<file path="src/sv/hcd_pkg.sv">
package hcd_pkg;

   localparam int SIZE_BITS_DEF = 32;

   // parser phases
   typedef enum logic [2:0] {
      PH_LINE = 3'd0,
      PH_DATA = 3'd1,
      PH_SKIP = 3'd2,
      PH_DONE = 3'd3,
      PH_ERR  = 3'd4
   } phase_type;

   // status codes on the response
   localparam logic [1:0] ST_BUSY = 2'd0;
   localparam logic [1:0] ST_DONE = 2'd1;
   localparam logic [1:0] ST_BAD  = 2'd2;

   localparam logic [7:0] CH_CR  = 8'h0d;
   localparam logic [7:0] CH_LF  = 8'h0a;
   localparam logic [7:0] CH_0   = 8'h30;
   localparam logic [7:0] CH_9   = 8'h39;
   localparam logic [7:0] CH_LA  = 8'h61;
   localparam logic [7:0] CH_LF_ = 8'h66;
   localparam logic [7:0] CH_UA  = 8'h41;
   localparam logic [7:0] CH_UF  = 8'h46;
   localparam logic [3:0] HEX_TEN = 4'd10;

   typedef struct packed {
      logic       is_hex;
      logic [3:0] value;
   } hex_type;

   function automatic hex_type hex_decode(input logic [7:0] b);
      hex_type h;
      h.is_hex = 1'b0;
      h.value  = 4'd0;
      if (b >= CH_0 && b <= CH_9) begin
         h.is_hex = 1'b1;
         h.value  = 4'(b - CH_0);
      end else if (b >= CH_LA && b <= CH_LF_) begin
         h.is_hex = 1'b1;
         h.value  = 4'(b - CH_LA) + HEX_TEN;
      end else if (b >= CH_UA && b <= CH_UF) begin
         h.is_hex = 1'b1;
         h.value  = 4'(b - CH_UA) + HEX_TEN;
      end
      return h;
   endfunction

endpackage

</file>
<file path="src/sv/hcd_if.sv">
interface hcd_req_if;
   logic       valid;
   logic       ready;
   logic [7:0] in_byte;
   logic       is_last;

   modport source (output valid, output in_byte, output is_last, input ready);
   modport sink (input valid, input in_byte, input is_last, output ready);
endinterface

interface hcd_rsp_if;
   logic       valid;
   logic       ready;
   logic [7:0] data_byte;
   logic       byte_valid;
   logic [1:0] status;

   modport source (output valid, output data_byte, output byte_valid, output status,
                   input ready);
   modport sink (input valid, input data_byte, input byte_valid, input status,
                 output ready);
endinterface

</file>
<file path="src/sv/http_chunked_decoder.sv">
// Decodes an HTTP chunked body at one byte per clock. Each accepted request byte
// updates the parser state in the same cycle and, when it yields a payload byte
// or a first status report, loads the response register; a request is taken
// whenever that register is empty or being drained, so throughput is one byte
// per cycle, and the input stalls only while a response waits on the consumer.
// Status 2 (malformed) tells the consumer to drop bytes already streamed; after
// status 1 or 2 further bytes are swallowed until is_last, which returns the
// parser to the start of a new body. No warm-up after reset.
module http_chunked_decoder
   import hcd_pkg::*;
#(
   parameter int SIZE_BITS = SIZE_BITS_DEF
) (
   input  logic      clock,
   input  logic      reset,
   hcd_req_if.sink   req_ch,
   hcd_rsp_if.source rsp_ch
);

   phase_type            phase_ff, phase_in;
   logic                 pending_cr_ff, pending_cr_in;
   logic                 size_ended_ff, size_ended_in;
   logic                 saw_digit_ff, saw_digit_in;
   logic                 skip_ff, skip_in;
   logic [SIZE_BITS-1:0] chunk_size_ff, chunk_size_in;
   logic [SIZE_BITS-1:0] bytes_left_ff, bytes_left_in;

   logic                 rsp_valid_ff;
   logic [7:0]           rsp_byte_ff;
   logic                 rsp_bv_ff;
   logic [1:0]           rsp_status_ff;

   logic                 accept;
   logic                 emit_byte;
   logic [1:0]           report;
   hex_type              hex;

   assign req_ch.ready = !rsp_valid_ff || rsp_ch.ready;
   assign accept       = req_ch.valid && req_ch.ready;
   assign hex          = hex_decode(req_ch.in_byte);

   // next state
   always_comb begin
      phase_in      = phase_ff;
      pending_cr_in = pending_cr_ff;
      size_ended_in = size_ended_ff;
      saw_digit_in  = saw_digit_ff;
      skip_in       = skip_ff;
      chunk_size_in = chunk_size_ff;
      bytes_left_in = bytes_left_ff;
      unique case (phase_ff)
         PH_LINE: begin
            if (pending_cr_ff && req_ch.in_byte == CH_LF) begin
               if (!saw_digit_ff) begin
                  phase_in = PH_ERR;
               end else if (chunk_size_ff == '0) begin
                  phase_in = PH_DONE;
               end else begin
                  bytes_left_in = chunk_size_ff;
                  phase_in      = PH_DATA;
               end
            end else begin
               pending_cr_in = (req_ch.in_byte == CH_CR);
               if (!size_ended_ff) begin
                  if (!hex.is_hex) begin
                     size_ended_in = 1'b1;
                  end else if (|chunk_size_ff[SIZE_BITS-1 -: 4]) begin
                     // next digit would overflow the size counter
                     phase_in = PH_ERR;
                  end else begin
                     chunk_size_in = {chunk_size_ff[SIZE_BITS-5:0], hex.value};
                     saw_digit_in  = 1'b1;
                  end
               end
            end
         end
         PH_DATA: begin
            bytes_left_in = bytes_left_ff - 1'b1;
            if (bytes_left_ff == SIZE_BITS'(1)) begin
               phase_in = PH_SKIP;
               skip_in  = 1'b0;
            end
         end
         PH_SKIP: begin
            if (skip_ff) begin
               skip_in       = 1'b0;
               phase_in      = PH_LINE;
               pending_cr_in = 1'b0;
               size_ended_in = 1'b0;
               saw_digit_in  = 1'b0;
               chunk_size_in = '0;
            end else begin
               skip_in = 1'b1;
            end
         end
         PH_DONE, PH_ERR: begin
         end
         default: begin
         end
      endcase
      if (req_ch.is_last) begin
         phase_in      = PH_LINE;
         pending_cr_in = 1'b0;
         size_ended_in = 1'b0;
         saw_digit_in  = 1'b0;
         skip_in       = 1'b0;
         chunk_size_in = '0;
         bytes_left_in = '0;
      end
   end

   // outputs
   always_comb begin
      emit_byte = (phase_ff == PH_DATA);
      report    = ST_BUSY;
      if (phase_ff == PH_LINE && phase_in != PH_LINE && !req_ch.is_last) begin
         report = (phase_in == PH_DONE) ? ST_DONE :
                  (phase_in == PH_ERR)  ? ST_BAD  : ST_BUSY;
      end else if (phase_ff == PH_LINE && req_ch.is_last) begin
         // phase_in is overridden by is_last, so recompute what the line did
         if (pending_cr_ff && req_ch.in_byte == CH_LF && saw_digit_ff
             && chunk_size_ff == '0) begin
            report = ST_DONE;
         end else begin
            report = ST_BAD;
         end
      end else if (req_ch.is_last && phase_ff != PH_DONE && phase_ff != PH_ERR) begin
         // body ends before the terminating chunk
         report = ST_BAD;
      end
   end

   always_ff @(posedge clock) begin
      if (reset) begin
         phase_ff      <= PH_LINE;
         pending_cr_ff <= 1'b0;
         size_ended_ff <= 1'b0;
         saw_digit_ff  <= 1'b0;
         skip_ff       <= 1'b0;
         chunk_size_ff <= '0;
         bytes_left_ff <= '0;
         rsp_valid_ff  <= 1'b0;
      end else begin
         if (accept) begin
            phase_ff      <= phase_in;
            pending_cr_ff <= pending_cr_in;
            size_ended_ff <= size_ended_in;
            saw_digit_ff  <= saw_digit_in;
            skip_ff       <= skip_in;
            chunk_size_ff <= chunk_size_in;
            bytes_left_ff <= bytes_left_in;
            rsp_valid_ff  <= emit_byte || (report != ST_BUSY);
         end else if (rsp_ch.ready) begin
            rsp_valid_ff <= 1'b0;
         end
      end
   end

   always_ff @(posedge clock) begin
      if (accept) begin
         rsp_byte_ff   <= emit_byte ? req_ch.in_byte : 8'd0;
         rsp_bv_ff     <= emit_byte;
         rsp_status_ff <= report;
      end
   end

   assign rsp_ch.valid      = rsp_valid_ff;
   assign rsp_ch.data_byte  = rsp_byte_ff;
   assign rsp_ch.byte_valid = rsp_bv_ff;
   assign rsp_ch.status     = rsp_status_ff;

   a_data_nonzero: assert property (@(posedge clock) disable iff (reset)
      phase_ff == PH_DATA |-> bytes_left_ff != '0)
      else $error("payload phase with no bytes left");

   a_data_emits: assert property (@(posedge clock) disable iff (reset)
      accept && phase_ff == PH_DATA |=> rsp_valid_ff && rsp_bv_ff)
      else $error("payload request produced no byte");

   a_ready_when_empty: assert property (@(posedge clock) disable iff (reset)
      !rsp_valid_ff |-> req_ch.ready)
      else $error("request stalled with empty response register");

   // after a report the last byte is swallowed, otherwise it carries a status
   a_last_restarts: assert property (@(posedge clock) disable iff (reset)
      accept && req_ch.is_last |=> phase_ff == PH_LINE && chunk_size_ff == '0
         && ((rsp_valid_ff && rsp_status_ff != ST_BUSY)
            || $past(phase_ff) == PH_DONE || $past(phase_ff) == PH_ERR))
      else $error("last byte did not restart parser");

endmodule
</file>
<file path="src/flat_wrapper.sv">
// flat-port wrapper written by rule: the top's interface ports become plain ports
module http_chunked_decoder_flat import hcd_pkg::*;
#(
   parameter int SIZE_BITS = SIZE_BITS_DEF
)
  (clock, reset, req_ch_valid, req_ch_in_byte, req_ch_is_last, req_ch_ready, rsp_ch_valid, rsp_ch_data_byte, rsp_ch_byte_valid, rsp_ch_status, rsp_ch_ready);
  hcd_req_if req_ch_i ();
  hcd_rsp_if rsp_ch_i ();
  input  logic clock;
  input  logic reset;
  input wire logic [$bits(req_ch_i.valid)-1:0] req_ch_valid;
  input wire logic [$bits(req_ch_i.in_byte)-1:0] req_ch_in_byte;
  input wire logic [$bits(req_ch_i.is_last)-1:0] req_ch_is_last;
  output wire logic [$bits(req_ch_i.ready)-1:0] req_ch_ready;
  output wire logic [$bits(rsp_ch_i.valid)-1:0] rsp_ch_valid;
  output wire logic [$bits(rsp_ch_i.data_byte)-1:0] rsp_ch_data_byte;
  output wire logic [$bits(rsp_ch_i.byte_valid)-1:0] rsp_ch_byte_valid;
  output wire logic [$bits(rsp_ch_i.status)-1:0] rsp_ch_status;
  input wire logic [$bits(rsp_ch_i.ready)-1:0] rsp_ch_ready;
  assign req_ch_i.valid = req_ch_valid;
  assign req_ch_i.in_byte = req_ch_in_byte;
  assign req_ch_i.is_last = req_ch_is_last;
  assign req_ch_ready = req_ch_i.ready;
  assign rsp_ch_valid = rsp_ch_i.valid;
  assign rsp_ch_data_byte = rsp_ch_i.data_byte;
  assign rsp_ch_byte_valid = rsp_ch_i.byte_valid;
  assign rsp_ch_status = rsp_ch_i.status;
  assign rsp_ch_i.ready = rsp_ch_ready;
  http_chunked_decoder #(.SIZE_BITS(SIZE_BITS)) u_core (.clock(clock), .reset(reset), .req_ch(req_ch_i), .rsp_ch(rsp_ch_i));
endmodule
</file>
<file path="config.mk">
export PLATFORM = sky130hd
export DESIGN_NAME = http_chunked_decoder_flat
export DESIGN_NICKNAME = d
export VERILOG_FILES = /design/src/sv/hcd_pkg.sv /design/src/sv/hcd_if.sv /design/src/sv/http_chunked_decoder.sv /design/src/flat_wrapper.sv
export SDC_FILE = /design/constraint.sdc
export NUM_CORES = 1
export LEC_CHECK = 0
export BUFFER_PORTS_ARGS = -buffer_cell sky130_fd_sc_hd__buf_4
export CAP_MARGIN = 20
export CELL_PAD_IN_SITES_DETAIL_PLACEMENT = 0
export CELL_PAD_IN_SITES_GLOBAL_PLACEMENT = 2
export CORE_MARGIN = 10
export CORE_UTILIZATION = 37
export DETAILED_ROUTE_END_ITERATION = 10
export PLACE_DENSITY_LB_ADDON = 0.1
export SYNTH_ARGS = -nofsm -noshare
export SYNTH_HDL_FRONTEND = slang
export SYNTH_SLANG_ARGS = --single-unit
</file>
<file path="constraint.sdc">
create_clock -name clock -period 2.6 [get_ports clock]
set_input_delay 0.39 -clock clock [delete_from_list [all_inputs] [get_ports clock]]
set_output_delay 0.39 -clock clock [all_outputs]
set_load 0.01 [all_outputs]
</file>
**Word level (Yosys, flattened, before mapping)**

Cells that the tools add are included.

- Word-level logic and storage cells: 122
- Output and inout bits: 13
- Register bits: 83

- Add/subtract/negate cells: 6
- Order comparisons: 6
- Reduce and logical (&&, ||, !) cells: 29
- Eq/ne operators: 18
- Mux-type cells: 52

Operator list:

| kind | count |
|---|---|
| $mux W32 | 10 |
| $pmux W32 S2 | 2 |
| $eq A32 B1 Y1 const B | 1 |
| $logic_not A32 Y1 | 1 |
| $sub A32 B1 Y32 const B | 1 |
| $mux W3 | 8 |
| $ne A3 B3 Y1 const B | 6 |
| $mux W1 | 17 |
| $eq A8 B4 Y1 const B | 2 |
| $ge A8 B7 Y1 const B | 2 |
| $le A8 B7 Y1 const B | 2 |
| $mux W5 | 3 |
| $ne A3 B2 Y1 const B | 5 |
| $mux W2 | 7 |
| $logic_and A1 B1 Y1 | 12 |
| $reduce_bool A3 Y1 | 4 |
| $sub A4 B1 Y4 const B | 3 |
| $pmux W3 S3 | 1 |
| $add A4 B4 Y4 const B | 2 |
| $ge A8 B6 Y1 const B | 1 |
| $le A8 B6 Y1 const B | 1 |
| $pmux W1 S2 | 4 |
| $reduce_and A7 Y1 | 1 |
| $eq A3 B2 Y1 const B | 2 |
| other kinds (10) | 13 |

**Depth between registers and ports, before layout**

Gate-level depths: netlist of the first run.

- Depth in word-level cells: 17
- Depth in mapped cells: 11
- Mapped depth without buffers: 8

**Worst setup path before layout of the first run**

Ideal clock, no wire load.

- Kind: input-to-reg
- Start point: in rsp_ch_ready
- End point: reg u_core.bytes_left_ff[17]
- Library setup time: 92 ps
- Path slack: 330 ps
- Cell stages on the path: 8
- Buffers on the path: 1
- Data arrival time: 2177 ps
- Cell sequence: nand2b_1 nand2_1 clkinv_1 o21ai_1 o21a_2 buf_6 a21oi_1 o32ai_1

- Word-level cells in the longest chain between the ends: 3

Ends and longest elaborated chain:

| item | RTL line | source |
|---|---|---|
| start, declared | flat_wrapper.sv:19 | `input wire logic [$bits(rsp_ch_i.ready)-1:0] rsp_ch_ready;` |
| $logic_or A1 B1 Y1 | http_chunked_decoder.sv:38 | `assign req_ch.ready = !rsp_valid_ff \|\| rsp_ch.ready;` |
| $logic_and A1 B1 Y1 | http_chunked_decoder.sv:39 | `assign accept = req_ch.valid && req_ch.ready;` |
| named net u_core.accept | http_chunked_decoder.sv:33 | `logic accept;` |
| $reduce_and A5 Y1 (no line) | n/a |  |
| end signal, assigned | http_chunked_decoder.sv:151 | `bytes_left_ff <= bytes_left_in;` |
| end, declared | http_chunked_decoder.sv:26 | `logic [SIZE_BITS-1:0] bytes_left_ff, bytes_left_in;` |

The timed path passes the listed nets, and every way through them passes these cells.
A chain may end at the register's enable or synchronous reset.

**Worst setup path in the final report of the first run**

- Start point: reg u_core.bytes_left_ff[2]
- End point: reg u_core.bytes_left_ff[29]

- Word-level cells in the longest chain between the ends: 3

Ends and longest elaborated chain:

| item | RTL line | source |
|---|---|---|
| $sub A32 B1 Y32 | http_chunked_decoder.sv:78 | `bytes_left_in = bytes_left_ff - 1'b1;` |
| $pmux W32 S2 | http_chunked_decoder.sv:51 | `unique case (phase_ff)` |
| $mux W32 | http_chunked_decoder.sv:101 | `if (req_ch.is_last) begin` |

Every way passes these cells.

==> results of run 1 <==
[layer usage]
metal,vias up,GRT usage
met3,17,0.0329
met4,0,0.0599
met5,-,0
met2,94,0.232
met1,2073,0.225
li1,2148,-
[worst max-delay path, delay by kind of cell (launching register included)]
| family | cells | cell delay, ns |
|---|---|---|
| flip-flops | 1 | 0.38 |
| AND/OR/NAND/NOR | 3 | 1.22 |
| AO/OA/AOI/OAI | 3 | 0.53 |
[cells by family (layout without fill, tap and decap cells)]
kind of cell,Yosys count,after routing,share of synthesized area
AOI/OAI and AO/OA,166,166,0.225
xor gates and xnor gates,8,8,0.0149
adders and majority gates,6,6,0.0159
buffers and inverters,69,94,0.0672
DFF,83,83,0.376
muxes,2,2,0.00425
and+or+nand+nor,239,239,0.296
[power by group]
| group | total (mW) | switching [mW] | internal [mW] | leakage (nW) |
|---|---|---|---|---|
| Clock | 1.35 | 0.573 | 0.780 | 0.150 |
| Combinational | 0.235 | 0.147 | 0.0883 | 1.15 |
| Sequential | 1.32 | 0.00802 | 1.31 | 0.692 |
| Total | 2.91 | 0.729 | 2.18 | 2.00 |
[placed cells by master (no fill, tap or decap), types with 6 or more instances in the layout]
cell type	n
dfxtp_1	72
nor2_1	38
nor2b_1	6
nand2b_1	33
nand3_1	37
ha_1	6
a21oi_1	33
inv_1	29
o211ai_1	6
o32ai_1	11
edfxtp_1	11
nand4_1	9
or3_1	7
nand2_1	36
buf_4	42
nor3_1	18
and3_1	6
o21ai_0	32
a211o_1	7
o21ai_1	36
clkbuf_16	9
nor4_1	17
[stage by stage]
step	cells	power, mW	utilization	setup WS [ns]
after floorplan	573	1.49	-	0.330
after global routing	770	3.02	0.436	0.189
after detailed placement	754	1.58	0.411	0.140
after global placement	754	1.58	0.411	0.185
final	770	2.91	0.436	0.356
after CTS	770	2.94	0.436	0.331
[registers in the layout, summed over array words and instances (netlist names)]
name and cells:
u_core.pending_cr_ff 1, u_core.rsp_ch.status 2, u_core.saw_digit_ff 1, u_core.bytes_left_ff 32, u_core.rsp_ch.byte_valid 1, u_core.rsp_ch.data_byte 8
u_core.rsp_ch.valid 1, u_core.phase_ff 3, u_core.size_ended_ff 1, u_core.skip_ff 1, u_core.chunk_size_ff 32
[layout make-up]
type,instances,area [um2],area share
multi-input cells,421,2630,0.482
flip-flops and latches,83,1770,0.325
well taps,172,215,0.0394
repair buffers,47,415,0.0761
clock buffers,10,239,0.0438
clock inverters,6,70.1,0.0128
inverters,31,116,0.0213
[worst min path at each step]
stage	cells past startpoint	from	endpoint
2_1_floorplan	2	u_core.bytes_left_ff[23]	u_core.bytes_left_ff[23]
3_3_place_gp	2	u_core.bytes_left_ff[24]	u_core.bytes_left_ff[24]
3_5_place_dp	2	u_core.bytes_left_ff[24]	u_core.bytes_left_ff[24]
4_1_cts	3	req_ch_valid	u_core.rsp_ch.valid
5_1_grt	3	req_ch_valid	u_core.rsp_ch.valid
6_report	3	req_ch_valid	u_core.rsp_ch.valid
==> impl_metrics.py, run 1 <==
metrics = {
    "outcome": {
        "outcome": "finished, final reports clean",
    },
    "setup_path": {
        "worstSetupPathType": "reg -> reg",
        "r2r_setup_slack_ns": 0.36,
        "crit_end": "u_core.bytes_left_ff[29]",
        "endpoint_kind": "flop",
        "crit_arrival_ns": 2.48,
        "r2r_start": "u_core.bytes_left_ff[2]",
        "reg2reg_to": "u_core.bytes_left_ff[29]",
        "rr_worst_depth": 6,
        "cp.required_ns": 2.84,
        "path_cells": "or4_4, nor4_4, nand3_2, o31a_1, o21ai_1, o21ai_1",
        "cpPeakStageDelay_ns": 0.62,
        "cp-start-kind": "flop",
        "critPathMostFrequentCell": "o21ai_1",
        "critPathMaxFanout": 8,
        "crit_slowest_cell": "or4_4",
        "crit_start": "u_core.bytes_left_ff[2]",
    },
    "logic_synthesis": {
        "netlist_area_mm2": 0.00471,
        "synth_top_area_cell": "dfxtp_1",
        "yosys_warnings": 0,
        "ys_seq_area_frac": 0.376,
        "async_reset_ff_frac": 0,
        "syn-num-nets": 592,
        "synth_top_area_share": 0.306,
        "syn_area_per_cell_um2": 8.21,
        "synth_ff_type": "dfxtp_1",
        "synth_most_common_cell": "dfxtp_1",
        "synthTopCellsByCount": "72 x dfxtp_1, 39 x nor2_1, 37 x nand3_1",
        "synth-edff-count": 11,
        "ys_seq_elements": 83,
        "synth_cell_types": 69,
        "syn_inst": 573,
        "synth.area.top_cells": "dfxtp_1 31%, edfxtp_1 7.0%, nand2b_1 4.4%, nand3_1 3.9%, o21ai_1 3.8%",
    },
    "place": {
        "dp_hpwl_um": 9950,
        "place.gp.congestion": 0.845,
        "io_buffers": 25,
        "place_area_mm2": 0.00515,
    },
    "drt": {
        "m1WireLength_um": 7120,
        "post-route-drc-count": 0,
        "wire_per_inst_um": 18.3,
        "ant_nets": 0,
        "wirelength_um": 14100,
        "vias": 4332,
        "viasPerCell": 5.63,
        "drt_iter0_drc": 267,
        "topRoutingLayerUsed": "met4",
        "wl_met2_um": 6000,
        "dr.pass1.iters": 4,
        "wl_met3_um": 723,
    },
    "global_routing": {
        "grt_pass1_wl_um": 22800,
        "gr-total-overflow": 0,
        "antenna_found_initial": 0,
        "first_global_vias": 4082,
        "grt.total_usage": 0.160,
        "grt_max_degree": 51,
    },
    "clocking": {
        "cts_buffers": 9,
        "h-tree-depth": 3,
        "hold_buffers": 0,
        "ctsResizeCount": 0,
        "cts_tree": "built",
        "clock_tree.buffer_depth": 2,
        "cts_setup_buffers": 0,
        "clk_latency_ns": 0.35,
        "cts.sinks": 83,
        "clockRootBuffer": "clkbuf_16",
        "path_clk_slew_ns": 0.07,
    },
    "floorplanning": {
        "start_util": 0.376,
        "die_x_um": 133,
        "die_height_um": 133,
        "rows": 41,
        "io_pins": 26,
        "core_mm2": 0.0125,
        "dieArea_mm2": 0.0176,
    },
    "sta": {
        "tightest_slew_ns": 0.474,
        "rsz0062_at_grt": "false",
        "hold_viol": 0,
        "finalSetupViolCount": 0,
        "slew_violations": 0,
        "period_share": 0.863,
        "finClkSkew_ns": 0.00620,
        "slew_headroom": 0.676,
        "hold_ws_ns": 0.309,
        "fin_crit_ns": 2.24,
        "totalNegativeSetupSlack_ns": 0,
        "fmax_ghz": 0.446,
    },
    "layout": {
        "fillers": 1293,
        "fin_area_mm2": 0.00546,
        "drive_gt1_frac": 0.144,
        "num_antenna_cells": 0,
        "nets": 612,
        "syn2layout_area_growth_pct": 15.9,
    },
    "flow_run": {
        "drv_cap": 0,
    },
    "power_and_ir_drop": {
        "ir_worst_vdd_uv": 310,
        "power.leakage_nw": 2.00,
        "p_per_area_mw_per_mm2": 533,
    },
    "worst_hold_path": {
        "hold_class": "in -> reg",
    },
}
No activity file was read; power rests on OpenSTA's default activity.
==> run 2, diff against run 1 <==
==> constraint.sdc (replaced) <==
create_clock -name clock -period 2.1 [get_ports clock]
set_input_delay 0.315 -clock clock [delete_from_list [all_inputs] [get_ports clock]]
set_output_delay 0.315 -clock clock [all_outputs]
set_load 0.01 [all_outputs]
==> impl_metrics.py, run 2 (same netlist as run 1, synthesis figures left out) <==
metrics = {
    "outcome": {
        "outcome": "finished, final reports clean",
    },
    "worst_hold_path": {
        "hold_class": "in -> reg",
    },
    "layout": {
        "stdcell_count": 841,
        "drive_gt1_frac": 0.259,
        "num_antenna_cells": 0,
        "most-common-layout-cells": "107 x buf_4, 68 x dfxtp_1, 38 x nor2_1",
        "syn2layout_area_growth_pct": 30.6,
        "nets": 684,
        "fillers": 1249,
        "ff_latch_area_mm2": 0.00178,
        "multi_input_area_mm2": 0.00274,
        "layout_commonest_cell": "buf_4",
    },
    "sta": {
        "finClkSkew_ns": 0.00636,
        "slew_violations": 0,
        "slew_headroom": 0.494,
        "period_share": 0.968,
        "fin_crit_ns": 2.03,
        "tightest_slew_ns": 0.759,
        "hold_viol": 0,
        "rsz0062_at_grt": "true",
        "finalSetupViolCount": 0,
        "totalNegativeSetupSlack_ns": 0,
        "fmax_ghz": 0.492,
    },
    "place": {
        "io_buffers": 25,
        "dp.cells": 819,
        "place.gp.congestion": 0.859,
        "dp_hpwl_um": 10900,
    },
    "floorplanning": {
        "die_x_um": 133,
        "rows": 41,
        "die_height_um": 133,
        "io_pins": 26,
        "core_mm2": 0.0125,
        "dieArea_mm2": 0.0176,
        "start_util": 0.376,
    },
    "setup_path": {
        "crit_arrival_ns": 2.28,
        "worstSetupPathType": "reg -> reg",
        "cp.required_ns": 2.34,
        "endpoint_kind": "flop",
        "critPathMaxFanout": 4,
        "cp-start-kind": "flop",
    },
    "drt": {
        "drt_iter0_drc": 364,
        "viasPerCell": 5.49,
        "wire_per_inst_um": 18.1,
        "ant_nets": 0,
        "vias": 4619,
        "dr.pass1.iters": 4,
        "wirelength_um": 15200,
        "post-route-drc-count": 0,
    },
    "flow_run": {
        "drv_cap": 0,
    },
    "clocking": {
        "cts.sinks": 83,
        "h-tree-depth": 3,
        "clock_tree.buffer_depth": 2,
        "cts_tree": "built",
        "cts_buffers": 9,
        "clk_latency_ns": 0.35,
        "path_clk_slew_ns": 0.06,
        "clockRootBuffer": "clkbuf_16",
    },
    "power_and_ir_drop": {
        "p_per_area_mw_per_mm2": 610,
        "power.leakage_nw": 2.39,
        "ir_worst_vdd_uv": 299,
    },
    "global_routing": {
        "grt.total_usage": 0.171,
        "antenna_found_initial": 0,
        "grt_max_degree": 72,
        "gr-total-overflow": 0,
        "first_global_vias": 4387,
        "grt_pass1_wl_um": 24500,
    },
}
## run 2: changes by cell type in the layout (fill, tap and decap cells not counted), moves of 2 or more
cell      previous run  this run
a21oi_2              0         2
nor4_1              17        15
nor3_4               2         5
clkinv_2             0         2
buf_4               42       107
dfxtp_1             72        68
dfxtp_2              0         3
nor3_1              18        14
buf_6                0         6
a21oi_1             33        31
o21a_4               0         2
inv_6                2         0
## run 2: worst paths after layout
check	start	end	slack, ns	depth (start not counted)
setup / recovery	u_core.bytes_left_ff[10]	u_core.phase_ff[1]	0.07	7
setup reg to reg	u_core.bytes_left_ff[10]	u_core.phase_ff[1]	0.07	7
hold / removal	req_ch_valid	u_core.rsp_ch.valid	0.24	3
hold reg to reg	u_core.bytes_left_ff[23]	u_core.bytes_left_ff[23]	0.48	2
## run 2: critical path, cell delays in order, from the launching register on
cell and delay (ns):
dfxtp_2 0.32, or4_4 0.59, nor2_1 0.21, nand2_1 0.12, nor4_4 0.25, buf_4 0.18, nor3_1 0.06, a2111oi_2 0.19
## run 2: layout make-up
cell class | count | area share
timing repair buffer | 118 | 0.158
sequential | 83 | 0.289
clock buffer | 11 | 0.0413
inverter | 31 | 0.0191
tap | 172 | 0.0350
clock inverter | 4 | 0.0118
multi-input combinational | 422 | 0.445
## run 2: metal layers
metal  global-route usage  wire length [um]  vias to the layer above  share of wire
li1                     -                 -                     2286              -
met1                0.251              7770                     2218           0.51
met2                0.248              6590                       99           0.43
met3               0.0276               644                       16          0.042
met4               0.0556               201                        0          0.013
met5                    0                 0                        -              0
## run 2: power by group
| part | internal, mW | switching, mW | leakage, nW |
|---|---|---|---|
| clock | 1.11 | 0.665 | 0.157 |
| combinational | 0.151 | 0.199 | 1.54 |
| sequential | 1.62 | 0.00934 | 0.695 |
## run 2: per-stage QoR
step,setup slack [ns],area [um2],util,hold WS [ns],total power [mW]
detailed placement,-0.243,5640,0.450,0.471,2.00
finish,0.0671,6150,0.491,0.237,3.75
global placement,-0.181,5640,0.450,0.468,2.00
global route,-0.0392,6150,0.491,0.227,3.88
floorplan,0.0485,4710,-,0.453,1.84
CTS,0.0248,5980,0.478,0.223,3.77
## run 2: timing repair
item,in CTS,in global routing
resized for setup,2,28
hold buffers,0,0
setup endpoints to repair,23,35
cloned,0,1
buffers inserted,1,4
pin swaps,2,22
==> run 3, diff against run 2 <==
--- a/config.mk
+++ b/config.mk
@@ -10,9 +10,11 @@
 export CELL_PAD_IN_SITES_DETAIL_PLACEMENT = 0
 export CELL_PAD_IN_SITES_GLOBAL_PLACEMENT = 2
 export CORE_MARGIN = 10
-export CORE_UTILIZATION = 37
+export CORE_UTILIZATION = 39
+export CTS_BUF_LIST = sky130_fd_sc_hd__clkbuf_8
 export DETAILED_ROUTE_END_ITERATION = 10
 export PLACE_DENSITY_LB_ADDON = 0.1
+export RECOVER_POWER = 50
 export SYNTH_ARGS = -nofsm -noshare
 export SYNTH_HDL_FRONTEND = slang
 export SYNTH_SLANG_ARGS = --single-unit
==> impl_metrics.py, run 3 (same netlist as run 1, synthesis figures left out) <==
metrics = {
    "global_routing": {
        "antenna_found_initial": 0,
        "use_met2": 0.257,
        "gr-total-overflow": 0,
        "first_global_vias": 4313,
        "grt.total_usage": 0.178,
        "use_met1": 0.260,
        "grt_pass1_wl_um": 23700,
        "use_met3": 0.0296,
        "grt_max_degree": 72,
        "busiest_layer": "met1",
    },
    "power_and_ir_drop": {
        "ir_worst_vdd_uv": 342,
        "p_total_mw": 3.36,
        "p_per_area_mw_per_mm2": 557,
        "power.leakage_nw": 2.33,
    },
    "layout": {
        "fillers": 1162,
        "fin_util": 0.506,
        "syn2layout_area_growth_pct": 28.0,
        "drive_gt1_frac": 0.254,
        "num_antenna_cells": 0,
        "nets": 686,
        "layout_commonest_cell": "buf_4",
        "most-common-layout-cells": "99 x buf_4, 68 x dfxtp_1, 38 x nor2_1, 38 x o21ai_1, 36 x nand3_1",
    },
    "setup_path": {
        "worstSetupPathType": "reg -> reg",
        "cp-start-kind": "flop",
        "path_cells": "or4_4, nor4_4, nand3_2, buf_6, nor3_2, a21oi_1, o21ai_1",
        "cpPeakStageDelay_ns": 0.60,
        "critPathBufInv": 1,
        "crit_arrival_ns": 2.39,
        "cp.required_ns": 2.42,
        "endpoint_kind": "flop",
        "crit_slowest_cell": "or4_4",
        "critPathMaxFanout": 5,
        "cp_top_family": "simple AND/OR/NAND/NOR gates",
    },
    "sta": {
        "rsz0062_at_grt": "true",
        "slew_violations": 0,
        "slew_headroom": 0.520,
        "fmax_ghz": 0.485,
        "hold_ws_ns": 0.195,
        "finalSetupViolCount": 0,
        "period_share": 0.982,
        "fin_crit_ns": 2.06,
        "tightest_slew_ns": 0.720,
        "setup_ws_ns": 0.0371,
        "hold_viol": 0,
        "finClkSkew_ns": 0.0128,
    },
    "drt": {
        "post-route-drc-count": 0,
        "wire_per_inst_um": 18.1,
        "ant_nets": 0,
        "dr.pass1.iters": 7,
        "viasPerCell": 5.62,
        "drt_iter0_drc": 358,
        "vias": 4599,
        "wirelength_um": 14900,
    },
    "clocking": {
        "clock_tree.buffer_depth": 2,
        "clockRootBuffer": "clkbuf_8",
        "cts_tree": "built",
        "cts.sinks": 83,
        "path_clk_slew_ns": 0.09,
        "clk_latency_ns": 0.38,
        "cts_buffers": 9,
        "h-tree-depth": 3,
    },
    "floorplanning": {
        "io_pins": 26,
        "core_mm2": 0.0119,
        "start_util": 0.395,
        "die_x_um": 130,
        "dieArea_mm2": 0.0169,
        "rows": 40,
        "die_height_um": 130,
    },
    "worst_hold_path": {
        "hold_class": "in -> reg",
    },
    "place": {
        "dp_hpwl_um": 10500,
        "place.gp.congestion": 0.850,
        "io_buffers": 25,
        "dp_slack_ns": -0.288,
    },
    "outcome": {
        "outcome": "finished, final reports clean",
    },
    "flow_run": {
        "drv_cap": 0,
    },
}
[run 3: final cells by class]
| cell class | instances | area, um2 | share of cell area |
|---|---|---|---|
| Clock buffer | 11 | 151 | 0.0251 |
| Clock inverter | 5 | 83.8 | 0.0139 |
| Inverter | 31 | 118 | 0.0195 |
| Multi-Input combinational cell | 421 | 2740 | 0.455 |
| Sequential cell | 83 | 1780 | 0.295 |
| Tap cell | 147 | 184 | 0.0305 |
| Timing Repair Buffer | 121 | 967 | 0.161 |
[run 3: worst paths after layout]
| path | cells past startpoint | endpoint | slack, ns | from |
|---|---|---|---|---|
| setup reg to reg | 7 | u_core.bytes_left_ff[29] | 0.04 | u_core.bytes_left_ff[9] |
| hold reg to reg | 2 | u_core.bytes_left_ff[24] | 0.48 | u_core.bytes_left_ff[24] |
| hold / removal | 3 | u_core.rsp_ch.valid | 0.20 | req_ch_valid |
| setup / recovery | 7 | u_core.bytes_left_ff[29] | 0.04 | u_core.bytes_left_ff[9] |
[run 3: per-layer routing]
| layer | routed length [um] | up-vias |
|---|---|---|
| met3 | 559 | 23 |
| li1 | - | 2296 |
| met1 | 7480 | 2194 |
| met4 | 330 | 0 |
| met2 | 6480 | 86 |
| met5 | 0 | - |
[run 3: worst reg2reg max path, delay by kind of cell, from the launching register on]
kind,cells,cell delay (ns)
buffers and inverters,1,0.18
DFF,1,0.37
AOI/OAI and AO/OA,2,0.18
and+or+nand+nor,4,1.29
[run 3: stage by stage]
step	TNS (ns)	area, um2	instances
2_1_floorplan	0	4710	573
3_3_place_gp	-8.63	5610	795
3_5_place_dp	-13.64	5610	795
4_1_cts	-0.00242	5870	812
5_1_grt	-0.375	6020	819
6_report	0	6020	819
[run 3: power by group]
group	switching, mW	total [mW]	internal [mW]	leakage, nW
Sequential	0.00927	1.63	1.62	0.695
Combinational	0.199	0.339	0.140	1.52
Clock	0.651	1.39	0.740	0.120
Total	0.859	3.36	2.50	2.33
[run 3: what timing repair did]
action,in CTS,in global routing
cloned,0,1
setup buffers,1,6
resized for setup,3,31
setup endpoints to repair,13,30
hold buffers,0,0
pin swaps,2,18
